[config.mk]
export PLATFORM = sky130hd
export DESIGN_NAME = iec104_apci_link_engine_flat
export DESIGN_NICKNAME = d
export VERILOG_FILES = /design/src/rtl/iecl_pkg.sv /design/src/rtl/iecl_if.sv /design/src/rtl/iecl_step.sv /design/src/rtl/iec104_apci_link_engine.sv /design/src/flat_wrapper.sv
export SDC_FILE = /design/constraint.sdc
export NUM_CORES = 1
export LEC_CHECK = 0
export ABC_CLOCK_PERIOD_IN_PS = 3700
export BUFFER_PORTS_ARGS = -buffer_cell sky130_fd_sc_hd__buf_2
export CAP_MARGIN = 10
export CORE_AREA = 2 2 114 116
export CTS_CLUSTER_SIZE = 20
export DETAILED_ROUTE_END_ITERATION = 8
export DIE_AREA = 0 0 116 118
export PLACE_DENSITY = 0.88
export SLEW_MARGIN = 30
export SYNTH_ARGS = -nofsm -noshare
export SYNTH_HDL_FRONTEND = slang
export SYNTH_HIERARCHICAL = 1
export SYNTH_SLANG_ARGS = --single-unit
[constraint.sdc]
create_clock -name i_clk -period 3.7 [get_ports i_clk]
set_input_delay 0.74 -clock i_clk [delete_from_list [all_inputs] [get_ports i_clk]]
set_output_delay 0.74 -clock i_clk [all_outputs]
set_load 0.02 [all_outputs]
[src/rtl/iecl_pkg.sv]
// Shared types, codes and a helper function of the IEC 104 APCI link engine.
package iecl_pkg;

    localparam int unsigned SeqWidth = 15;

    // Opcodes of an input transaction.
    localparam logic [2:0] OP_RX_FRAME  = 3'd0;
    localparam logic [2:0] OP_CONNECT   = 3'd1;
    localparam logic [2:0] OP_DISCONN   = 3'd2;
    localparam logic [2:0] OP_STARTDT   = 3'd3;
    localparam logic [2:0] OP_STOPDT    = 3'd4;
    localparam logic [2:0] OP_TESTFR    = 3'd5;
    localparam logic [2:0] OP_SEND_I    = 3'd6;

    // Link state codes.
    localparam logic [1:0] LINK_DISCONNECTED = 2'd0;
    localparam logic [1:0] LINK_CONNECTED    = 2'd1;
    localparam logic [1:0] LINK_STARTED      = 2'd2;

    // Received frame kinds.
    localparam logic [1:0] KIND_NONE = 2'd0;
    localparam logic [1:0] KIND_I    = 2'd1;
    localparam logic [1:0] KIND_S    = 2'd2;
    localparam logic [1:0] KIND_U    = 2'd3;

    // Status codes.
    localparam logic [2:0] ST_OK         = 3'd0;
    localparam logic [2:0] ST_SHORT      = 3'd1;
    localparam logic [2:0] ST_BAD_START  = 3'd2;
    localparam logic [2:0] ST_LEN_MISM   = 3'd3;
    localparam logic [2:0] ST_SHORT_I    = 3'd4;
    localparam logic [2:0] ST_NOT_READY  = 3'd5;

    // U-format function codes.
    localparam logic [7:0] U_STARTDT_ACT = 8'h07;
    localparam logic [7:0] U_STARTDT_CON = 8'h0B;
    localparam logic [7:0] U_STOPDT_ACT  = 8'h13;
    localparam logic [7:0] U_STOPDT_CON  = 8'h23;
    localparam logic [7:0] U_TESTFR_ACT  = 8'h43;
    localparam logic [7:0] U_TESTFR_CON  = 8'h83;
    localparam logic [7:0] S_FORMAT      = 8'h01;

    localparam logic [7:0] FRAME_START_RESET = 8'd104;
    localparam logic [7:0] MAX_PAYLOAD       = 8'd243;
    localparam logic [7:0] CTRL_LENGTH       = 8'd4;
    localparam logic [7:0] I_HDR_LENGTH      = 8'd10;
    localparam logic [9:0] MIN_FRAME_BYTES   = 10'd6;
    localparam logic [9:0] MIN_I_BYTES       = 10'd12;
    localparam logic [9:0] START_LEN_BYTES   = 10'd2;

    typedef struct packed {
        logic [2:0] opcode;
        logic [7:0] rx_start_octet;
        logic [7:0] rx_length_octet;
        logic [9:0] rx_byte_count;
        logic [7:0] rx_control_first;
        logic [7:0] tx_payload_bytes;
    } t_req;

    typedef struct packed {
        logic                tx_valid;
        logic [7:0]          tx_length_octet;
        logic [31:0]         tx_control_word;
        logic [1:0]          rx_kind;
        logic [2:0]          status;
        logic [1:0]          link_state_out;
    } t_rsp;

    typedef struct packed {
        logic [1:0]          link_state;
        logic [SeqWidth-1:0] send_seq;
        logic [SeqWidth-1:0] recv_seq;
    } t_ctx;

    // Two control octets carrying a sequence number shifted left by one.
    function automatic logic [15:0] seq_octets(input logic [SeqWidth-1:0] seq);
        seq_octets = {seq[14:7], seq[6:0], 1'b0};
    endfunction

endpackage

[src/rtl/iecl_if.sv]
// Valid/ready channel interfaces for request and response transactions.
interface iecl_req_if;
    logic       valid;
    logic       ready;
    logic [2:0] opcode;
    logic [7:0] rx_start_octet;
    logic [7:0] rx_length_octet;
    logic [9:0] rx_byte_count;
    logic [7:0] rx_control_first;
    logic [7:0] tx_payload_bytes;

    modport source (
        output valid, opcode, rx_start_octet, rx_length_octet, rx_byte_count,
               rx_control_first, tx_payload_bytes,
        input  ready
    );
    modport sink (
        input  valid, opcode, rx_start_octet, rx_length_octet, rx_byte_count,
               rx_control_first, tx_payload_bytes,
        output ready
    );
endinterface

interface iecl_rsp_if;
    logic        valid;
    logic        ready;
    logic        tx_valid;
    logic [7:0]  tx_length_octet;
    logic [31:0] tx_control_word;
    logic [1:0]  rx_kind;
    logic [2:0]  status;
    logic [1:0]  link_state_out;

    modport source (
        output valid, tx_valid, tx_length_octet, tx_control_word, rx_kind, status,
               link_state_out,
        input  ready
    );
    modport sink (
        input  valid, tx_valid, tx_length_octet, tx_control_word, rx_kind, status,
               link_state_out,
        output ready
    );
endinterface

[src/rtl/iecl_step.sv]
// Combinational step logic: frame checks, classification and header building.
module iecl_step (
    input  iecl_pkg::t_req i_req,
    input  iecl_pkg::t_ctx i_ctx,
    input  logic [7:0]     i_start_byte,
    output iecl_pkg::t_rsp o_rsp,
    output iecl_pkg::t_ctx o_ctx
);

    logic                            w_disc;
    logic                            w_started;
    logic [7:0]                      w_pay;
    logic [iecl_pkg::SeqWidth-1:0]   w_recv_inc;

    assign w_disc     = (i_ctx.link_state == iecl_pkg::LINK_DISCONNECTED);
    assign w_started  = (i_ctx.link_state == iecl_pkg::LINK_STARTED);
    assign w_pay      = (i_req.tx_payload_bytes > iecl_pkg::MAX_PAYLOAD) ?
                        iecl_pkg::MAX_PAYLOAD : i_req.tx_payload_bytes;
    assign w_recv_inc = i_ctx.recv_seq + 1'b1;

    always_comb begin
        o_ctx = i_ctx;
        o_rsp = '0;
        case (i_req.opcode)
            iecl_pkg::OP_RX_FRAME: begin
                if (w_disc) begin
                    o_rsp.status = iecl_pkg::ST_NOT_READY;
                end else if (i_req.rx_byte_count < iecl_pkg::MIN_FRAME_BYTES) begin
                    o_rsp.status = iecl_pkg::ST_SHORT;
                end else if (i_req.rx_start_octet != i_start_byte) begin
                    o_rsp.status = iecl_pkg::ST_BAD_START;
                end else if ({2'b00, i_req.rx_length_octet} !=
                             (i_req.rx_byte_count - iecl_pkg::START_LEN_BYTES)) begin
                    o_rsp.status = iecl_pkg::ST_LEN_MISM;
                end else if (!i_req.rx_control_first[0]) begin
                    if (i_req.rx_byte_count < iecl_pkg::MIN_I_BYTES) begin
                        o_rsp.status = iecl_pkg::ST_SHORT_I;
                    end else begin
                        // Acknowledge every I frame that passes the checks with an S frame.
                        o_ctx.recv_seq        = w_recv_inc;
                        o_rsp.rx_kind         = iecl_pkg::KIND_I;
                        o_rsp.tx_valid        = 1'b1;
                        o_rsp.tx_length_octet = iecl_pkg::CTRL_LENGTH;
                        o_rsp.tx_control_word = {iecl_pkg::seq_octets(w_recv_inc),
                                                 8'h00, iecl_pkg::S_FORMAT};
                    end
                end else if (!i_req.rx_control_first[1]) begin
                    o_rsp.rx_kind = iecl_pkg::KIND_S;
                end else begin
                    o_rsp.rx_kind = iecl_pkg::KIND_U;
                    if (i_req.rx_control_first == iecl_pkg::U_STARTDT_CON) begin
                        o_ctx.link_state = iecl_pkg::LINK_STARTED;
                    end else if (i_req.rx_control_first == iecl_pkg::U_STOPDT_CON) begin
                        o_ctx.link_state = iecl_pkg::LINK_CONNECTED;
                    end else if (i_req.rx_control_first == iecl_pkg::U_TESTFR_ACT) begin
                        o_rsp.tx_valid        = 1'b1;
                        o_rsp.tx_length_octet = iecl_pkg::CTRL_LENGTH;
                        o_rsp.tx_control_word = {24'h0, iecl_pkg::U_TESTFR_CON};
                    end
                end
            end
            iecl_pkg::OP_CONNECT, iecl_pkg::OP_DISCONN: begin
                // A started link is stopped before it is torn down or reopened.
                if (w_started) begin
                    o_rsp.tx_valid        = 1'b1;
                    o_rsp.tx_length_octet = iecl_pkg::CTRL_LENGTH;
                    o_rsp.tx_control_word = {24'h0, iecl_pkg::U_STOPDT_ACT};
                end
                if (i_req.opcode == iecl_pkg::OP_CONNECT) begin
                    o_ctx.link_state = iecl_pkg::LINK_CONNECTED;
                    o_ctx.send_seq   = '0;
                    o_ctx.recv_seq   = '0;
                end else begin
                    o_ctx.link_state = iecl_pkg::LINK_DISCONNECTED;
                end
            end
            iecl_pkg::OP_STARTDT, iecl_pkg::OP_STOPDT, iecl_pkg::OP_TESTFR,
            iecl_pkg::OP_SEND_I: begin
                if (w_disc) begin
                    o_rsp.status = iecl_pkg::ST_NOT_READY;
                end else begin
                    o_rsp.tx_valid        = 1'b1;
                    o_rsp.tx_length_octet = iecl_pkg::CTRL_LENGTH;
                    if (i_req.opcode == iecl_pkg::OP_STARTDT) begin
                        o_rsp.tx_control_word = {24'h0, iecl_pkg::U_STARTDT_ACT};
                    end else if (i_req.opcode == iecl_pkg::OP_STOPDT) begin
                        o_rsp.tx_control_word = {24'h0, iecl_pkg::U_STOPDT_ACT};
                        o_ctx.link_state      = iecl_pkg::LINK_CONNECTED;
                    end else if (i_req.opcode == iecl_pkg::OP_TESTFR) begin
                        o_rsp.tx_control_word = {24'h0, iecl_pkg::U_TESTFR_ACT};
                    end else begin
                        o_rsp.tx_length_octet = iecl_pkg::I_HDR_LENGTH + w_pay;
                        o_rsp.tx_control_word = {iecl_pkg::seq_octets(i_ctx.recv_seq),
                                                 iecl_pkg::seq_octets(i_ctx.send_seq)};
                        o_ctx.send_seq        = i_ctx.send_seq + 1'b1;
                    end
                end
            end
            default: begin
            end
        endcase
        o_rsp.link_state_out = o_ctx.link_state;
    end

endmodule

[src/rtl/iec104_apci_link_engine.sv]
// Top level of the IEC 104 APCI link engine: request and result registers, link state.
//
//   Channel   Dir   Handshake      Contents
//   i_req     in    valid/ready    opcode and received header octets
//   o_rsp     out   valid/ready    emitted header, frame kind, status, link state
//   i_cfg_*   in    write enable   expected start octet
//
// A transaction is registered on acceptance and its result is registered once the result
// register is free; one transaction is accepted every cycle while results are taken.
// Link state and sequence counters update when a transaction moves into the result
// register, so the next transaction already sees them.
// When the result is not taken the request register holds and i_req.ready drops
// only once both registers are full. Synchronous active-low reset clears control
// state and sets the start octet to 104.
module iec104_apci_link_engine (
    input  logic              i_clk,
    input  logic              i_rst_n,
    input  logic              i_cfg_we,
    input  logic [7:0]        i_cfg_wdata,
    iecl_req_if.sink          i_req,
    iecl_rsp_if.source        o_rsp
);

    logic                 r_in_valid;
    iecl_pkg::t_req       r_req;
    logic                 r_out_valid;
    iecl_pkg::t_rsp       r_rsp;
    iecl_pkg::t_ctx       r_ctx;
    logic [7:0]           r_start_byte;

    iecl_pkg::t_rsp       n_rsp;
    iecl_pkg::t_ctx       n_ctx;
    logic                 w_adv;
    logic                 w_fire;

    assign w_adv       = !r_out_valid || o_rsp.ready;
    assign w_fire      = r_in_valid && w_adv;
    assign i_req.ready = !r_in_valid || w_adv;

    iecl_step u_step (
        .i_req        (r_req),
        .i_ctx        (r_ctx),
        .i_start_byte (r_start_byte),
        .o_rsp        (n_rsp),
        .o_ctx        (n_ctx)
    );

    always_ff @(posedge i_clk) begin
        if (!i_rst_n) begin
            r_in_valid   <= 1'b0;
            r_out_valid  <= 1'b0;
            r_ctx        <= '{link_state: iecl_pkg::LINK_DISCONNECTED,
                              send_seq: '0, recv_seq: '0};
            r_start_byte <= iecl_pkg::FRAME_START_RESET;
        end else begin
            if (i_cfg_we) begin
                r_start_byte <= i_cfg_wdata;
            end
            if (i_req.ready) begin
                r_in_valid <= i_req.valid;
            end
            if (w_adv) begin
                r_out_valid <= r_in_valid;
            end
            if (w_fire) begin
                r_ctx <= n_ctx;
            end
        end
    end

    always_ff @(posedge i_clk) begin
        if (i_req.valid && i_req.ready) begin
            r_req.opcode           <= i_req.opcode;
            r_req.rx_start_octet   <= i_req.rx_start_octet;
            r_req.rx_length_octet  <= i_req.rx_length_octet;
            r_req.rx_byte_count    <= i_req.rx_byte_count;
            r_req.rx_control_first <= i_req.rx_control_first;
            r_req.tx_payload_bytes <= i_req.tx_payload_bytes;
        end
        if (w_fire) begin
            r_rsp <= n_rsp;
        end
    end

    assign o_rsp.valid           = r_out_valid;
    assign o_rsp.tx_valid        = r_rsp.tx_valid;
    assign o_rsp.tx_length_octet = r_rsp.tx_length_octet;
    assign o_rsp.tx_control_word = r_rsp.tx_control_word;
    assign o_rsp.rx_kind         = r_rsp.rx_kind;
    assign o_rsp.status          = r_rsp.status;
    assign o_rsp.link_state_out  = r_rsp.link_state_out;

    // A stalled request must stay in its register until the result side frees up.
    a_req_held: assert property (@(posedge i_clk) disable iff (!i_rst_n)
        (r_in_valid && !w_adv) |=> r_in_valid)
        else $error("request lost while result register was blocked");

    // Every emitted header carries at least the four control octets.
    a_tx_len: assert property (@(posedge i_clk) disable iff (!i_rst_n)
        (r_out_valid && r_rsp.tx_valid) |->
        (r_rsp.tx_length_octet >= iecl_pkg::CTRL_LENGTH &&
         r_rsp.tx_length_octet <= 8'd253))
        else $error("emitted header length out of range");

    // A classified frame always comes with an ok status.
    a_kind_ok: assert property (@(posedge i_clk) disable iff (!i_rst_n)
        (r_out_valid && r_rsp.rx_kind != iecl_pkg::KIND_NONE) |->
        (r_rsp.status == iecl_pkg::ST_OK))
        else $error("frame classified with error status");

    // The reported link state follows the state register after each transaction.
    a_state_rpt: assert property (@(posedge i_clk) disable iff (!i_rst_n)
        w_fire |=> (r_rsp.link_state_out == r_ctx.link_state))
        else $error("reported link state disagrees with state register");

endmodule
[src/flat_wrapper.sv]
// flat-port wrapper written by rule: the top's interface ports become plain ports
module iec104_apci_link_engine_flat 
  (i_clk, i_rst_n, i_cfg_we, i_cfg_wdata, i_req_valid, i_req_opcode, i_req_rx_start_octet, i_req_rx_length_octet, i_req_rx_byte_count, i_req_rx_control_first, i_req_tx_payload_bytes, i_req_ready, o_rsp_valid, o_rsp_tx_valid, o_rsp_tx_length_octet, o_rsp_tx_control_word, o_rsp_rx_kind, o_rsp_status, o_rsp_link_state_out, o_rsp_ready);
  iecl_req_if i_req_i ();
  iecl_rsp_if o_rsp_i ();
  input  logic i_clk;
  input  logic i_rst_n;
  input  logic i_cfg_we;
  input  logic [7:0] i_cfg_wdata;
  input wire logic [$bits(i_req_i.valid)-1:0] i_req_valid;
  input wire logic [$bits(i_req_i.opcode)-1:0] i_req_opcode;
  input wire logic [$bits(i_req_i.rx_start_octet)-1:0] i_req_rx_start_octet;
  input wire logic [$bits(i_req_i.rx_length_octet)-1:0] i_req_rx_length_octet;
  input wire logic [$bits(i_req_i.rx_byte_count)-1:0] i_req_rx_byte_count;
  input wire logic [$bits(i_req_i.rx_control_first)-1:0] i_req_rx_control_first;
  input wire logic [$bits(i_req_i.tx_payload_bytes)-1:0] i_req_tx_payload_bytes;
  output wire logic [$bits(i_req_i.ready)-1:0] i_req_ready;
  output wire logic [$bits(o_rsp_i.valid)-1:0] o_rsp_valid;
  output wire logic [$bits(o_rsp_i.tx_valid)-1:0] o_rsp_tx_valid;
  output wire logic [$bits(o_rsp_i.tx_length_octet)-1:0] o_rsp_tx_length_octet;
  output wire logic [$bits(o_rsp_i.tx_control_word)-1:0] o_rsp_tx_control_word;
  output wire logic [$bits(o_rsp_i.rx_kind)-1:0] o_rsp_rx_kind;
  output wire logic [$bits(o_rsp_i.status)-1:0] o_rsp_status;
  output wire logic [$bits(o_rsp_i.link_state_out)-1:0] o_rsp_link_state_out;
  input wire logic [$bits(o_rsp_i.ready)-1:0] o_rsp_ready;
  assign i_req_i.valid = i_req_valid;
  assign i_req_i.opcode = i_req_opcode;
  assign i_req_i.rx_start_octet = i_req_rx_start_octet;
  assign i_req_i.rx_length_octet = i_req_rx_length_octet;
  assign i_req_i.rx_byte_count = i_req_rx_byte_count;
  assign i_req_i.rx_control_first = i_req_rx_control_first;
  assign i_req_i.tx_payload_bytes = i_req_tx_payload_bytes;
  assign i_req_ready = i_req_i.ready;
  assign o_rsp_valid = o_rsp_i.valid;
  assign o_rsp_tx_valid = o_rsp_i.tx_valid;
  assign o_rsp_tx_length_octet = o_rsp_i.tx_length_octet;
  assign o_rsp_tx_control_word = o_rsp_i.tx_control_word;
  assign o_rsp_rx_kind = o_rsp_i.rx_kind;
  assign o_rsp_status = o_rsp_i.status;
  assign o_rsp_link_state_out = o_rsp_i.link_state_out;
  assign o_rsp_i.ready = o_rsp_ready;
  iec104_apci_link_engine u_core (.i_clk(i_clk), .i_rst_n(i_rst_n), .i_cfg_we(i_cfg_we), .i_cfg_wdata(i_cfg_wdata), .i_req(i_req_i), .o_rsp(o_rsp_i));
endmodule
==> out/metrics.cfg, run 1 <==
[routing]
postRouteAntennaNets=0
wl_per_cell_um=14.3
drc=0
vias=5239
wl_um=13600
dr.pass1.iters=6
dr.first_iter.drc_count=476
viasPerCell=5.48

[cells_and_area]
diodes=0
stdcell_count=956
postLayoutCoreUtil=0.664
fin_nets=835
final_common_cell=nand2_1
areaGrowthSynthToFinish_pct=18.9
final_cell_mix=nand2_1, buf_2, edfxtp_1, dfxtp_1
final_cell_area_um2=8240
layout-drive-gt1-share=0.226

[worst_hold_path]
hp-class=in -> reg

[grt]
grt_pass1_vias=4704
grt_start_max_net_pins=81
grt_pass1_wl_um=22200
antenna_found_initial=0
grt.total_usage=0.208
gr-total-overflow=0

[setup_path]
path_max_fanout=10
required_ns=4.05
critPathArrivalTime_ns=3.34
critPathLaunchType=flip-flop
critPathCaptureType=flip-flop
critical_path_class=reg -> reg

[timing]
period_minus_slack_ns=2.99
slew_headroom=0.452
rsz0062_at_grt=no
fmax_mhz=335
finClkSkew_ns=0.00692
slew_viol_final=0
setup_viol=0
layout_setup_ws_ns=0.714
setup_tns_ns=0
worst_pin_slew_ns=0.816
hold_viol=0
holdWs_ns=0.486
period_share=0.807

[clocking]
clock_sinks=135
ctsRootBufferMaster=clkbuf_16
post_cts_resized=0
ctsHoldBuffers=0
cts_setup_buffers=0
clock_latency_ns=0.43
cts_made_buffers=17
cts.path.max_buffers=2
h-tree-depth=4
cts_tree=built
clk_pin_slew_ns=0.06

[pwr]
power_mw=3.94
ir_drop_v=0.000369
leakage_nw=3.14
powerDensity_nw_per_um2=478
switching_share=0.212
power_frac_comb=0.074
clockPowerShare=0.491
switchingPower_mw=0.834
pwr-share-seq=0.435
internal_power_mw=3.11

[placement]
numPortBuffers=107
post_dp_cell_area_um2=7550
gp_congestion=0.889
post-place-ws_ns=0.705
hpwlAfterDp_um=9400
dpl.cell_count=924

[synth]
yosys.area.top_type=edfxtp_1
synthTopCellsByArea=edfxtp_1, dfxtp_1, nand2_1, mux2i_1, nor2_1
netlist-cell-type-count=74
ys_ff_latch=135
synth_edf_count=93
syn_area_per_cell_um2=10.3
synth_nets=735
ys_seq_area_frac=0.524
synthCells=671
synth.top_cell.area_share=0.403
synth-warning-count=6
ys.flop_type=edfxtp_1
netlist_area_um2=6930
async_reset_ff_frac=0

[floorplan]
die_w_um=116
io_pins=108
core-area_um2=12400
die-area_um2=13700
row_count=41
die_h_um=118
start_util=0.558

[outcome]
outcome=completed

[run]
maxCapViolations=0

## synthesized netlist by cell type, types with 4 or more instances
cell type,n
a21bo_2,8
a21o_1,7
a21oi_1,23
a31oi_1,8
and2_1,16
and3_1,11
buf_2,7
buf_4,6
clkbuf_1,18
dfxtp_1,42
edfxtp_1,93
ha_1,6
inv_1,8
mux2i_1,41
nand2_1,130
nand2b_1,8
nand3_1,23
nand3b_1,4
nor2_1,41
nor2b_1,15
nor3_1,11
nor4_1,6
o211ai_1,4
o21a_1,5
o21ai_0,25
o31ai_1,4
or2_2,6
xnor2_1,9
xor2_1,14
## worst paths after layout
| kind | from | to | slack, ns | cells after the start |
|---|---|---|---|---|
| hold reg to reg | u_core/r_ctx[23] | u_core/r_ctx[23] | 0.51 | 2 |
| setup / recovery | u_core/r_req[17] | u_core/r_ctx[8] | 0.71 | 11 |
| setup reg to reg | u_core/r_req[17] | u_core/r_ctx[8] | 0.71 | 11 |
| hold / removal | i_req_rx_start_octet[3] | u_core/r_req[37] | 0.49 | 1 |
## critical path, stage by stage (launching register included)
cell	delay, ns
edfxtp_1	0.53
inv_1	0.08
ha_1	0.28
o211a_1	0.14
and4b_1	0.19
nor3_1	0.21
or2_0	0.47
nor3_4	0.13
a21boi_2	0.47
a21bo_2	0.22
nand2_1	0.04
mux2i_1	0.15
## layout make-up
| type | count | area [µm²] |
|---|---|---|
| fill | 997 | 4170 |
| sequential | 135 | 3630 |
| multi-input combinational | 492 | 3050 |
| timing repair buffer | 117 | 623 |
| clock buffer | 20 | 467 |
| clock inverter | 12 | 221 |
| tap | 172 | 215 |
| inverter | 8 | 30.0 |
## kinds of logic (layout without fill, tap and decap cells)
kind of cell | after synthesis | in the layout | share of synthesized area
xor gates and xnor gates | 23 | 23 | 0.0291
adders and majority gates | 8 | 8 | 0.0137
muxes | 41 | 41 | 0.0592
AOI/OAI and AO/OA | 122 | 122 | 0.122
DFF | 135 | 135 | 0.524
other | 1 | 1 | 0.000541
and+or+nand+nor | 297 | 297 | 0.215
buffers and inverters | 44 | 157 | 0.0365
## flip-flops by register name, summed over array words and instances (netlist names)
| register | cells |
|---|---|
| u_core/o_rsp.link_state_out | 2 |
| u_core/o_rsp.rx_kind | 2 |
| u_core/o_rsp.status | 3 |
| u_core/o_rsp.tx_control_word | 32 |
| u_core/o_rsp.tx_length_octet | 8 |
| u_core/o_rsp.tx_valid | 1 |
| u_core/o_rsp.valid | 1 |
| u_core/r_ctx | 32 |
| u_core/r_in_valid | 1 |
| u_core/r_req | 45 |
| u_core/r_start_byte | 8 |
## per-layer routing
| layer | up-vias | routed length (µm) | part of all wire | GRT usage |
|---|---|---|---|---|
| met5 | - | 0 | 0 | 0 |
| met4 | 0 | 268 | 0.020 | 0.0818 |
| met3 | 18 | 844 | 0.062 | 0.0577 |
| met2 | 172 | 6630 | 0.49 | 0.324 |
| met1 | 2421 | 5910 | 0.43 | 0.274 |
| li1 | 2628 | - | - | - |
## power groups by stage
| stage | clock network [mW] | registers, mW | logic (mW) |
|---|---|---|---|
| 4_1_cts | 1.97 | 1.71 | 0.292 |
| 2_1_floorplan | 0 | 1.77 | 0.178 |
| 3_3_place_gp | 0 | 1.74 | 0.285 |
| 5_1_grt | 2.02 | 1.72 | 0.320 |
| 6_report | 1.94 | 1.71 | 0.291 |
| 3_5_place_dp | 0 | 1.75 | 0.291 |
Power figures use the tool's default switching activity.
==> run 2, diff against run 1 <==
--- a/config.mk
+++ b/config.mk
@@ -5,14 +5,14 @@
 export SDC_FILE = /design/constraint.sdc
 export NUM_CORES = 1
 export LEC_CHECK = 0
-export ABC_CLOCK_PERIOD_IN_PS = 3700
+export ABC_CLOCK_PERIOD_IN_PS = 2600
 export BUFFER_PORTS_ARGS = -buffer_cell sky130_fd_sc_hd__buf_2
 export CAP_MARGIN = 10
-export CORE_AREA = 2 2 114 116
+export CORE_AREA = 2 2 119 121
 export CTS_CLUSTER_SIZE = 20
 export DETAILED_ROUTE_END_ITERATION = 8
-export DIE_AREA = 0 0 116 118
-export PLACE_DENSITY = 0.88
+export DIE_AREA = 0 0 121 123
+export PLACE_DENSITY = 0.85
 export SLEW_MARGIN = 30
 export SYNTH_ARGS = -nofsm -noshare
 export SYNTH_HDL_FRONTEND = slang
==> constraint.sdc (replaced) <==
create_clock -name i_clk -period 2.6 [get_ports i_clk]
set_input_delay 0.52 -clock i_clk [delete_from_list [all_inputs] [get_ports i_clk]]
set_output_delay 0.52 -clock i_clk [all_outputs]
set_load 0.02 [all_outputs]
==> out/metrics.cfg, run 2 (synthesized netlist as in run 1, its figures left out) <==
[routing]
dr.first_iter.drc_count=489  ; +2.7%
postRouteAntennaNets=0  ; unchanged
vias=5545  ; +5.8%
drc=0  ; unchanged
wl_per_cell_um=15.7  ; +10%
wl_um=15700  ; +15%
dr.pass1.iters=8  ; +2
viasPerCell=5.56  ; +1.4%

[cells_and_area]
fin_nets=869  ; +4.1%
top_register=u_core/r_req
layout-drive-gt1-share=0.280  ; +0.0542
diodes=0  ; unchanged
postLayoutCoreUtil=0.633  ; -0.0308
largest_reg_flops=45  ; unchanged
final_cell_mix=nand2_1, buf_2, edfxtp_1, dfxtp_1
stdcell_count=998  ; +4.4%
final_common_cell=nand2_1
areaGrowthSynthToFinish_pct=24.3

[placement]
dpl.cell_count=954  ; +3.2%
gp_congestion=0.875  ; -1.5%
numPortBuffers=107  ; unchanged
hpwlAfterDp_um=10100  ; +7.3%

[clocking]
cts_tree=built
cts_made_buffers=17  ; unchanged
cts.path.max_buffers=2  ; unchanged
h-tree-depth=4  ; unchanged
clk_pin_slew_ns=0.06  ; about the same
ctsHoldBuffers=0  ; unchanged
ctsRootBufferMaster=clkbuf_16
clock_sinks=135  ; unchanged
clock_latency_ns=0.43  ; about the same

[floorplan]
row_count=43  ; +4.9%
io_pins=108  ; unchanged
start_util=0.509  ; -0.0491
die_h_um=123  ; +4.2%
die-area_um2=14900  ; +8.7%
die_w_um=121  ; +4.3%
core-area_um2=13600  ; +9.6%

[timing]
slew_viol_final=0  ; unchanged
fmax_mhz=374  ; +12%
rsz0062_at_grt=yes
setup_viol=13  ; +13
hold_viol=0  ; unchanged
worst_pin_slew_ns=0.635  ; -0.181 ns
period_share=1.03  ; +0.222
slew_headroom=0.575  ; +0.123
layout_setup_ws_ns=-0.0754  ; -0.790 ns
finClkSkew_ns=0.00856  ; +0.00164 ns
period_minus_slack_ns=2.68  ; -0.310 ns
setup_tns_ns=-0.522  ; -0.522 ns

[grt]
grt.total_usage=0.209  ; +0.000868
grt_pass1_vias=5113  ; +8.7%
gr-total-overflow=0  ; unchanged
grt_pass1_wl_um=24200  ; +9.1%
grt_start_max_net_pins=75  ; -7.4%
antenna_found_initial=0  ; unchanged

[worst_hold_path]
holdPathStages=1  ; unchanged
hp-class=in -> reg

[outcome]
violations=negative setup slack
outcome=finished with violations

[setup_path]
path_max_fanout=7  ; -3
critPathLaunchType=flip-flop
critical_path_class=reg -> reg
reg2reg_depth=13  ; +2
cp_slowest_cell=edfxtp_1
required_ns=2.90  ; -1.15 ns
cpLargestDelayFamily=compound AO/OA/AOI/OAI gates
cp.depth=13  ; +2
slowest_delay_ns=0.46  ; -0.07 ns
path_cells=buf_6 > nor4_4 > buf_4 > nand3b_1 > nand4_1 > o21bai_4 > nor4_4 > buf_6 > buf_12 > o21ai_1 > a21bo_2 > nand2_1 > mux2i_1
critPathArrivalTime_ns=2.98  ; -0.36 ns
path_buf_inv=4  ; +3
critPathCaptureType=flip-flop

[pwr]
powerDensity_nw_per_um2=610  ; +28%
ir_drop_v=0.000447  ; +21%
leakage_nw=3.33  ; +5.9%

[run]
maxCapViolations=0  ; unchanged

==> run 2: changes by cell type in the layout (fill, tap and decap cells not counted), moves of 3 or more <==
| cell | before | now |
|---|---|---|
| o21ai_1 | 3 | 6 |
| o21ai_0 | 25 | 17 |
| buf_6 | 0 | 3 |
| o21ai_2 | 0 | 5 |
| clkbuf_8 | 3 | 0 |
| inv_6 | 0 | 4 |
| buf_4 | 9 | 36 |
| bufinv_16 | 6 | 2 |
==> run 2: path summary, 6_finish.rpt <==
path | startpoint | to | slack, ns
setup / recovery | u_core/r_req[19] | u_core/r_ctx[6] | -0.08
hold / removal | i_req_rx_control_first[3] | u_core/r_req[11] | 0.26
setup reg to reg | u_core/r_req[19] | u_core/r_ctx[6] | -0.08
hold reg to reg | u_core/r_start_byte[5] | u_core/r_start_byte[5] | 0.50
==> run 2: area by class of cell <==
cell class	instances	area [µm²]
Multi-Input combinational cell	492	3200
Clock inverter	13	148
Tap cell	180	225
Clock buffer	19	433
Fill cell	1044	4990
Timing Repair Buffer	151	950
Sequential cell	135	3630
Inverter	8	30.0
==> run 2: layer usage <==
layer	share of wire	up-vias	global-route usage
li1	-	2705	-
met1	0.41	2611	0.251
met2	0.50	197	0.346
met3	0.065	32	0.0738
met4	0.025	0	0.0799
met5	0	-	0
==> run 2: through the flow <==
step,power [mW],worst slack (ns),instance area [µm²],hold slack (ns)
detailed placement,2.92,-0.0776,7750,0.484
global route,5.45,-0.210,8620,0.242
CTS,5.26,0.00301,8440,0.249
finish,5.26,-0.0754,8620,0.261
global placement,2.91,0.0341,7750,0.478
floorplan,2.77,0.0625,6930,0.462
==> run 2: what timing repair did <==
action                                  4_1_cts  5_1_grt
setup buffers                                 7        4
endpoints found under the setup margin       15       31
cloned                                        1        1
gates resized for setup                       4       36
pin swaps                                     5       12
==> run 2: report_power, final <==
| group | switching (mW) | internal, mW | total (mW) |
|---|---|---|---|
| combinational | 0.286 | 0.192 | 0.478 |
| sequential | 0.0429 | 2.39 | 2.43 |
| clock | 0.925 | 1.42 | 2.35 |
